### src/sv/sbma_pkg.sv
// Shared types and constants for the span bitmap object allocator.
package sbma_pkg;

  // Layout constants
  localparam int PAGE_LOG2      = 13;
  localparam int ALIGN_BYTES    = 16;
  localparam int BITMAP_WORDS   = 64;
  localparam int MAX_SPAN_PAGES = 16;

  // Field and storage widths
  localparam int FUNC_W   = 2;
  localparam int STAT_W   = 2;
  localparam int OFFS_W   = 17;
  localparam int CNT_W    = 13;
  localparam int SIZE_W   = 18;
  localparam int PAGES_W  = 5;
  localparam int WORD_BITS = 64;
  localparam int BIT_W    = 6;
  localparam int WADDR_W  = 6;
  localparam int WORDS_W  = 7;
  localparam int TOTAL_W  = 18;
  localparam int DIV_W    = 21;

  // Configuration register indexes
  localparam logic REG_OBJ_BYTES  = 1'b0;
  localparam logic REG_SPAN_PAGES = 1'b1;

  typedef enum logic [FUNC_W-1:0] {
    FUNC_INIT  = 2'd0,
    FUNC_ALLOC = 2'd1,
    FUNC_FREE  = 2'd2,
    FUNC_NOP   = 2'd3
  } sbma_func_e;

  typedef enum logic [STAT_W-1:0] {
    STAT_OK    = 2'd0,
    STAT_FULL  = 2'd1,
    STAT_DUP   = 2'd2,
    STAT_RANGE = 2'd3
  } sbma_status_e;

  // Divider operand selection
  typedef enum logic [1:0] {
    DSEL_EST  = 2'd0,
    DSEL_CAP  = 2'd1,
    DSEL_FREE = 2'd2
  } sbma_dsel_e;

  // Controller to datapath commands
  typedef struct packed {
    logic         accept;
    logic         div_start;
    sbma_dsel_e   div_sel;
    logic         lay_words;
    logic         lay_cap;
    logic         lay_cap_zero;
    logic         clr_step;
    logic         scan_start;
    logic         scan_rd;
    logic         scan_take;
    logic         scan_next;
    logic         mul_load;
    logic         free_rd;
    logic         free_take;
    logic         out_load;
    sbma_status_e out_status;
    logic         out_alloc_ok;
  } sbma_cmd_t;

  // Datapath to controller status
  typedef struct packed {
    sbma_func_e func;
    logic       div_done;
    logic       alloc_blocked;
    logic       free_low;
    logic       start_ge_total;
    logic       clr_last;
    logic       scan_hit;
    logic       scan_last;
    logic       free_big;
    logic       free_dup;
    logic       out_free;
  } sbma_sts_t;

endpackage

### src/sv/sbma_ctrl.sv
// Allocator controller: sequences init, allocate and free operations.
module sbma_ctrl (
  input  logic                clk_i,
  input  logic                rst_ni,
  input  logic                s_tvalid_i,
  output logic                s_tready_o,
  input  sbma_pkg::sbma_sts_t sts_i,
  output sbma_pkg::sbma_cmd_t cmd_o
);
  import sbma_pkg::*;

  typedef enum logic [3:0] {
    S_IDLE,
    S_DISPATCH,
    S_EST,
    S_CAPCHK,
    S_CAPDIV,
    S_CLR,
    S_SCAN_RD,
    S_SCAN_CHK,
    S_MUL,
    S_FREE_DIV,
    S_FREE_CHK0,
    S_FREE_CHK,
    S_DONE
  } state_e;

  state_e       state_q, state_d;
  sbma_status_e status_q, status_d;
  logic         ok_q, ok_d;

  always_comb begin
    state_d  = state_q;
    status_d = status_q;
    ok_d     = ok_q;
    cmd_o    = '0;
    cmd_o.div_sel    = DSEL_FREE;
    cmd_o.out_status = status_q;
    cmd_o.out_alloc_ok = ok_q;
    case (state_q)
      S_IDLE: begin
        if (s_tvalid_i) begin
          cmd_o.accept = 1'b1;
          ok_d     = 1'b0;
          status_d = STAT_OK;
          state_d  = S_DISPATCH;
        end
      end
      S_DISPATCH: begin
        case (sts_i.func)
          FUNC_INIT: begin
            cmd_o.div_start = 1'b1;
            cmd_o.div_sel   = DSEL_EST;
            state_d = S_EST;
          end
          FUNC_ALLOC: begin
            if (sts_i.alloc_blocked) begin
              status_d = STAT_FULL;
              state_d  = S_DONE;
            end else begin
              cmd_o.scan_start = 1'b1;
              state_d = S_SCAN_RD;
            end
          end
          FUNC_FREE: begin
            if (sts_i.free_low) begin
              status_d = STAT_RANGE;
              state_d  = S_DONE;
            end else begin
              cmd_o.div_start = 1'b1;
              state_d = S_FREE_DIV;
            end
          end
          default: state_d = S_DONE;
        endcase
      end
      // Layout: bitmap size estimate, then capacity
      S_EST: begin
        if (sts_i.div_done) begin
          cmd_o.lay_words = 1'b1;
          state_d = S_CAPCHK;
        end
      end
      S_CAPCHK: begin
        if (sts_i.start_ge_total) begin
          cmd_o.lay_cap_zero = 1'b1;
          state_d = S_CLR;
        end else begin
          cmd_o.div_start = 1'b1;
          cmd_o.div_sel   = DSEL_CAP;
          state_d = S_CAPDIV;
        end
      end
      S_CAPDIV: begin
        cmd_o.div_sel = DSEL_CAP;
        if (sts_i.div_done) begin
          cmd_o.lay_cap = 1'b1;
          state_d = S_CLR;
        end
      end
      S_CLR: begin
        cmd_o.clr_step = 1'b1;
        if (sts_i.clr_last) state_d = S_DONE;
      end
      // Allocate: walk words from the cursor
      S_SCAN_RD: begin
        cmd_o.scan_rd = 1'b1;
        state_d = S_SCAN_CHK;
      end
      S_SCAN_CHK: begin
        if (sts_i.scan_hit) begin
          cmd_o.scan_take = 1'b1;
          state_d = S_MUL;
        end else if (sts_i.scan_last) begin
          status_d = STAT_FULL;
          state_d  = S_DONE;
        end else begin
          cmd_o.scan_next = 1'b1;
          state_d = S_SCAN_RD;
        end
      end
      S_MUL: begin
        cmd_o.mul_load = 1'b1;
        ok_d    = 1'b1;
        state_d = S_DONE;
      end
      // Free: offset to index, then bit check
      S_FREE_DIV: begin
        if (sts_i.div_done) state_d = S_FREE_CHK0;
      end
      S_FREE_CHK0: begin
        if (sts_i.free_big) begin
          status_d = STAT_RANGE;
          state_d  = S_DONE;
        end else begin
          cmd_o.free_rd = 1'b1;
          state_d = S_FREE_CHK;
        end
      end
      S_FREE_CHK: begin
        if (sts_i.free_dup) begin
          status_d = STAT_DUP;
        end else begin
          cmd_o.free_take = 1'b1;
        end
        state_d = S_DONE;
      end
      S_DONE: begin
        if (sts_i.out_free) begin
          cmd_o.out_load = 1'b1;
          state_d = S_IDLE;
        end
      end
      default: state_d = S_IDLE;
    endcase
  end

  always_ff @(posedge clk_i or negedge rst_ni) begin
    if (!rst_ni) begin
      state_q  <= S_IDLE;
      status_q <= STAT_OK;
      ok_q     <= 1'b0;
    end else begin
      state_q  <= state_d;
      status_q <= status_d;
      ok_q     <= ok_d;
    end
  end

  assign s_tready_o = state_q == S_IDLE;

endmodule

### config.mk
export PLATFORM = sky130hd
export DESIGN_NAME = sbma_ctrl
export DESIGN_NICKNAME = d
export VERILOG_FILES = /design/src/sv/sbma_pkg.sv /design/src/sv/sbma_ctrl.sv
export SDC_FILE = /design/constraint.sdc
export NUM_CORES = 1
export LEC_CHECK = 0
export BUFFER_PORTS_ARGS = -buffer_cell sky130_fd_sc_hd__buf_2
export CAP_MARGIN = 20
export CORE_MARGIN = 5
export CORE_UTILIZATION = 35
export DETAILED_ROUTE_END_ITERATION = 16
export GPL_ROUTABILITY_DRIVEN = 0
export PLACE_DENSITY = 0.63
export RECOVER_POWER = 25
export REMOVE_ABC_BUFFERS = 1
export SLEW_MARGIN = 10
export SYNTH_ARGS = -nofsm -noshare
export SYNTH_HDL_FRONTEND = slang
export SYNTH_SLANG_ARGS = --single-unit
### constraint.sdc
create_clock -name clk_i -period 2.4 [get_ports clk_i]
set_input_delay 0.36 -clock clk_i [delete_from_list [all_inputs] [get_ports clk_i]]
set_output_delay 0.36 -clock clk_i [all_outputs]
set_load 0.02 [all_outputs]
* Yosys cells after proc, flatten, opt, wreduce, memory -nomap -nowiden
Index checks and enable logic that the tools add are counted.
Storage, ports and cells: bits in registers 7, latch bits 0, memory bits (writable) 0, bits in read-only memories 0, input bits 15, memories kept 0
Operators by class: add/subtract/negate cells 0, multipliers 0, div/mod/pow operators 0, $lt $le $gt $ge 0, eq/ne operators 27, shifts and indexed selects 0, multiplexer cells 54, bitwise logic cells 0, reduce and logical (&&, ||, !) cells 8
Operator list (count):
- $pmux 4 s12 | 1
- $mux 4 | 9
- $mux 1 | 25
- $eq 4x4->1 const B | 5
- $ne 2x2->1 const B | 10
- $mux 2 | 9
- $eq 4x3->1 const B | 4
- $pmux 4 s3 | 1
- $pmux 2 s5 | 1
- $mux 3 | 3
- $reduce_and 9->1 | 1
- $eq 4x2->1 const B | 2
- $ne 3x3->1 const B | 2
- $pmux 1 s2 | 3
- $pmux 2 s3 | 1
- $reduce_and 6->1 | 1
- $reduce_bool 5->1 | 1
- $eq 4x1->1 const B | 1
- $logic_not 4->1 | 1
- $pmux 2 s2 | 1
- $ne 3x1->1 const B | 1
- $eq 2x1->1 const B | 1
- $eq 2x2->1 const B | 1
- $logic_not 2->1 | 1
- 3 further kinds | 3

* Longest topological paths before layout
Gate-level depths: netlist of run 1.
word-level depth 3, gate-level depth with buffers 7, mapped depth without buffers 7

* Worst setup path before layout of run 1
Ideal clock, no wire load.
path kind reg-to-output, start point register state_q[2], end point output port cmd_o[18] (netlist bit), data arrival time 1818 ps, required time 2040 ps, setup slack 222 ps, cell stages (with the launch flop) 6, path through dfrtp_1 buf_2 buf_1 nor4_1 nand2_1 inv_1
RTL lines:
- start: declaration | line sbma_ctrl.sv:28 | state_e state_q, state_d;
- start signal: assignment | line sbma_ctrl.sv:164 | state_q <= state_d;
- end: declaration | line sbma_ctrl.sv:8 | output sbma_pkg::sbma_cmd_t cmd_o

==> metrics.csv, run 1 <==
stage,metric,value,unit
run_status,outcome,completed,
final_layout,n_diodes,0,
synth,number of flops mapped to enable cells by yosys,0,
die,Initial Util,0.373,
flow_run,max_cap viols,0,
worst_setup_path,peak fanout along the critical path,16,
sta,TNS Setup,0,ns
power_and_ir_drop,Max rail drop VDD,0.000630,V
sta,Final min period,2.17,ns
power_and_ir_drop,Combinational Power Share,0.751,
min_path,critical hold path startpoint,sts_i[9],
synth,Post-Syn Instances,130,
die,Ports,35,
synth,largest area contributor in the netlist,dfrtp_1,
routing,DRT Pass-1 Iters,4,
grt,vias in the first global route,960,
sta,"Setup violations, final",0,
final_layout,multi-input logic area,677,µm²
worst_setup_path,CP bufs+invs,2,
worst_setup_path,"Slowest-stage cell, CP",or4b_1,
sta,Slew headroom,0.654,
routing,number of nets with antenna violations after routing,0,
sta,Worst Skew,0.00283,ns
final_layout,Reg area,175,µm²
worst_setup_path,CP Launch Type,flip-flop,
synth,most numerous cell in the Yosys netlist,nor2_1,
sta,Worst Tran Pin Value,0.506,ns
routing,total wire length,2.70,mm
synth,post-synth top area share,0.186,
worst_setup_path,Crit path max-delay family,simple AND/OR/NAND/NOR gates,
sta,"Slew Viols, Final",0,
synth,sequential area share after synthesis,0.186,
placement,Post-DP HPWL,2.19,mm
die,Die Y,61.8,µm
grt,gr ovfl total,0,
worst_setup_path,RR Startpoint,state_q[3],
power_and_ir_drop,P_int,0.000657,W
sta,fin crit share,0.903,
sta,unrepaired setup endpoints after global routing,false,
routing,post-DR vias/cell,5.51,
cts,clk buf depth,2,
cts,Clock Pin Slew Worst Setup and Hold Paths,0.06,ns
worst_setup_path,Worst EP required,2.04,ns
power_and_ir_drop,Seq pwr share,0.170,
cts,setup repair bufs after CTS,0,
die,core area,2520,µm²
grt,first-pass GRT wire length,4.19,mm
final_layout,area grow syn2layout,23.6,%
synth,"Async S/R FF share, synth",1.00,
routing,first-iteration detailed-routing DRC count,34,
final_layout,layout cells sized above 1,0.276,
synth,"Distinct cells, synth",48,
synth,Synth Cell Area,940,µm²
routing,vias,1064,
final_layout,Filler Cell Count,269,
worst_setup_path,Slowest Stage Delay on Critical Path,0.55,ns
die,Chip Width,61.8,µm
routing,DRC violations left,0,
sta,Hold Fails Final Rpt,0,
worst_setup_path,cells along the critical path,"buf_4, or4b_1, nor2_1, buf_2",
grt,GRT Util Overall,0.144,
power_and_ir_drop,switch share,0.536,
die,DIE AREA,3820,µm²
cts,# clock sinks,7,
final_layout,fin nets,183,
synth,largest cells by area after synthesis,"dfrtp_1, nand2b_1, nor2_1",
worst_setup_path,arrival time worst endpoint,1.81,ns
power_and_ir_drop,leakage power,0.588,nW
placement,IO Port Bufs,34,
worst_setup_path,crit path kind,flip-flop to primary output,
routing,WL/cell,14.0,µm
cts,H-tree depth,1,
synth,Yosys warning total,0,
sta,hold_ws,0.330,ns
cts,worst skew pair latency,0.25,ns
grt,largest net degree at the start of global routing,20,
cts,post-cts resize count,0,
cts,CTS buffer count,3,
grt,initial antenna violation count,0,
cts,hold_buf cts,1,
power_and_ir_drop,switching power,0.000759,W
synth,most instantiated cells after synthesis,"nor2_1, nand2_1, nand2b_1",
die,Row Count,18,
power_and_ir_drop,PwrDens,1220,nW/µm²
worst_setup_path,Critical Path Sink Type,primary output,
power_and_ir_drop,Clock power frac,0.079,
synth,top_reg_cell synth,dfrtp_1,
worst_setup_path,Critical Path Start,state_q[3],
sta,fmax,461,MHz
cts,Root Buffer,clkbuf_4,
synth,mean area per synthesized cell,7.23,µm²
synth,Seq cells post-synth,7,
min_path,Tightest Hold Check Type,input port to flip-flop,
cts,CTS tree,yes,
## stage by stage
step	cell area, µm²	instances	util	setup WS, ns	total power (W)
2_1_floorplan	875	118	-	0.286	0.000968
3_3_place_gp	1130	188	0.447	0.524	0.00130
3_5_place_dp	1130	188	0.447	0.491	0.00131
4_1_cts	1160	193	0.461	0.222	0.00143
5_1_grt	1160	193	0.460	0.140	0.00154
6_report	1160	193	0.460	0.232	0.00142
## layout make-up
cell class,count,share of cell area
multi-input combinational,105,0.583
timing repair buffer,41,0.192
sequential,7,0.151
tap,30,0.0323
clock buffer,4,0.0226
inverter,6,0.0194
## worst reg2reg max path: cells and delay by family, from the launching register on
family | cells | cell delay (ns)
DFF | 1 | 0.54
and+or+nand+nor | 3 | 0.69
muxes | 1 | 0.36
AOI/OAI and AO/OA | 1 | 0.21
## routing by layer
metal / routed length (µm) / global-route usage
met3: 196 / 0.0248
met2: 1320 / 0.247
met5: 0 / 0
met1: 1160 / 0.194
met4: 16 / 0.0182
## placed cells by master, fill, tap and decap left out, types with 4 or more instances in the layout
cell | synthesis | final
and3_1 | 4 | 4
a21oi_1 | 8 | 8
buf_2 | 4 | 32
nor2_1 | 14 | 14
inv_1 | 6 | 6
dfrtp_1 | 7 | 7
ha_1 | 4 | 4
o21ai_0 | 4 | 4
o21ai_1 | 4 | 4
nor3_1 | 4 | 4
nand2_1 | 13 | 13
buf_4 | 2 | 6
nand2b_1 | 9 | 9
## cells by family (layout without fill, tap and decap cells)
group	after synthesis	after routing	share of synthesized area
AO/OA/AOI/OAI	35	35	0.253
flip-flops	7	7	0.186
multiplexers	3	3	0.0346
AND/OR/NAND/NOR	63	63	0.380
buffers and inverters	18	51	0.0932
adder cells (fa/ha/maj)	4	4	0.0533
## worst paths after layout
kind / end / slack [ns] / cells past startpoint
max in group asynchronous: state_q[2] / 1.54 / 2
setup reg to reg: status_q[1] / 0.49 / 5
hold reg to reg: ok_q / 0.48 / 1
hold / removal: state_q[1] / 0.33 / 2
setup / recovery: cmd_o[14] / 0.23 / 4
min in group asynchronous: state_q[3] / 0.56 / 2
## power groups by stage
stage	Combinational [W]	Clock, W	Sequential, W
global route	0.00117	0.000123	0.000251
floorplan	0.000616	0	0.000352
CTS	0.00107	0.000118	0.000240
global placement	0.00106	0	0.000238
finish	0.00106	0.000112	0.000240
detailed placement	0.00107	0	0.000242
## state kept, by name (all words and copies together), names as in the netlist
register / cells
state_q: 4
status_q: 2
ok_q: 1
No activity file was read; power rests on OpenSTA's default activity.
==> run 2: changes to the inputs <==
- CORE_ASPECT_RATIO: unset -> 0.7
- CORE_MARGIN: 5 -> unset
==> metrics.csv, run 2 (same netlist as run 1, synthesis figures left out) <==
stage,metric,value,unit
sta,Hold Fails Final Rpt,0,
cts,hold_buf cts,1,
min_path,critical hold path startpoint,sts_i[9],
final_layout,layout cells sized above 1,0.276,
cts,CTS tree,yes,
routing,DRT Pass-1 Iters,4,
placement,Post-DP HPWL,2.15,mm
flow_run,max_cap viols,0,
power_and_ir_drop,PwrDens,1240,nW/µm²
cts,worst skew pair latency,0.23,ns
grt,first-pass GRT wire length,4.34,mm
power_and_ir_drop,total chip power,0.00147,W
routing,vias,1073,
worst_setup_path,peak fanout along the critical path,9,
final_layout,"most common cell after layout, fill and taps aside",buf_2,
cts,clk buf depth,2,
routing,post-DR vias/cell,5.45,
worst_setup_path,Critical Path Sink Type,primary output,
worst_setup_path,RR Startpoint,state_q[1],
final_layout,most frequent cells in the layout,"buf_2, nor2_1, nand2_1, nand2b_1, a21oi_1",
die,Chip Width,63.9,µm
routing,WL/cell,13.8,µm
cts,Root Buffer,clkbuf_8,
sta,Final min period,2.07,ns
sta,Worst Skew,0.00171,ns
worst_setup_path,Critical R2R Capture,status_q[1],
grt,initial antenna violation count,0,
cts,CTS buffer count,3,
die,Die Y,45.4,µm
min_path,hold endpoint,state_q[1],
cts,# clock sinks,7,
min_path,Worst Hold Path Cells,2,
power_and_ir_drop,leakage power,0.596,nW
worst_setup_path,crit path kind,flip-flop to primary output,
final_layout,Largest regs,"state_q x4, status_q x2, ok_q x1",
routing,first-iteration detailed-routing DRC count,56,
cts,setup repair bufs after CTS,0,
die,Row Count,15,
sta,unrepaired setup endpoints after global routing,false,
sta,"Slew Viols, Final",0,
sta,Slew headroom,0.707,
worst_setup_path,Worst Reg2Reg Path Length in Cells,5,
min_path,Tightest Hold Check Type,input port to flip-flop,
cts,H-tree depth,1,
grt,largest net degree at the start of global routing,19,
routing,DRC violations left,0,
run_status,outcome,completed,
die,DIE AREA,2900,µm²
final_layout,area grow syn2layout,26.1,%
routing,number of nets with antenna violations after routing,0,
worst_setup_path,CP Launch Type,flip-flop,
cts,post-cts resize count,0,
worst_setup_path,R2R setup slack,0.51,ns
final_layout,fin nets,183,
routing,total wire length,2.71,mm
grt,GRT Util Overall,0.196,
worst_setup_path,arrival time worst endpoint,1.71,ns
grt,gr ovfl total,0,
final_layout,largest register by flop count,state_q,
die,core area,2500,µm²
sta,Worst Tran Pin Value,0.429,ns
die,Initial Util,0.376,
worst_setup_path,Worst EP required,2.04,ns
final_layout,Filler Cell Count,259,
sta,fin crit share,0.862,
sta,fmax,483,MHz
placement,IO Port Bufs,34,
die,Ports,35,
sta,TNS Setup,0,ns
grt,vias in the first global route,921,
power_and_ir_drop,Max rail drop VDD,0.000521,V
cts,Clock Pin Slew Worst Setup and Hold Paths,0.04,ns
final_layout,n_diodes,0,
final_layout,max reg flops,4,
sta,"Setup violations, final",0,
-- run 2: cell counts in the layout (fill, tap and decap cells not counted) --
No cell type changed its count.
-- run 2: stage by stage --
step / utilization / setup WS (ns) / std cells / hold slack [ns] / instance area (µm²)
final: 0.475 / 0.331 / 197 / 0.401 / 1180
after global routing: 0.475 / 0.224 / 197 / 0.398 / 1180
after CTS: 0.476 / 0.336 / 197 / 0.392 / 1190
after detailed placement: 0.454 / 0.514 / 192 / 0.205 / 1130
after global placement: 0.454 / 0.503 / 192 / 0.202 / 1130
after floorplan: - / 0.286 / 118 / 0.0644 / 875
-- run 2: layout make-up --
cell class | instances | area [µm²] | share of cell area
sequential | 7 | 175 | 0.148
multi-input combinational | 105 | 677 | 0.571
inverter | 6 | 22.5 | 0.0190
timing repair buffer | 41 | 223 | 0.188
tap | 34 | 42.5 | 0.0359
clock buffer | 4 | 45.0 | 0.0380
-- run 2: worst max path at each step --
stage	start	endpoint	depth (start not counted)
finish	state_q[3]	cmd_o[14]	4
CTS	state_q[3]	cmd_o[14]	4
detailed placement	state_q[1]	status_q[1]	5
global route	state_q[1]	cmd_o[15]	6
global placement	state_q[1]	status_q[0]	5
floorplan	state_q[0]	cmd_o[18]	3
-- run 2: where the power goes --
group | switching (W) | internal [W]
Clock | 0.0000519 | 0.000115
Combinational | 0.000632 | 0.000419
Sequential | 0.0000808 | 0.000172
-- run 2: metal layers --
layer  vias to the layer above  part of all wire  GRT usage
met5                         -                 0          0
li1                        531                 -          -
met1                       487              0.47      0.280
met2                        55              0.42      0.298
met4                         0                 0    0.00909
met3                         0              0.11     0.0657
-- run 2: worst max-delay path, stage by stage (launching register included) --
cell,delay [ns]
dfrtp_1,0.46
buf_4,0.21
or4b_1,0.55
nor2_1,0.10
buf_2,0.17
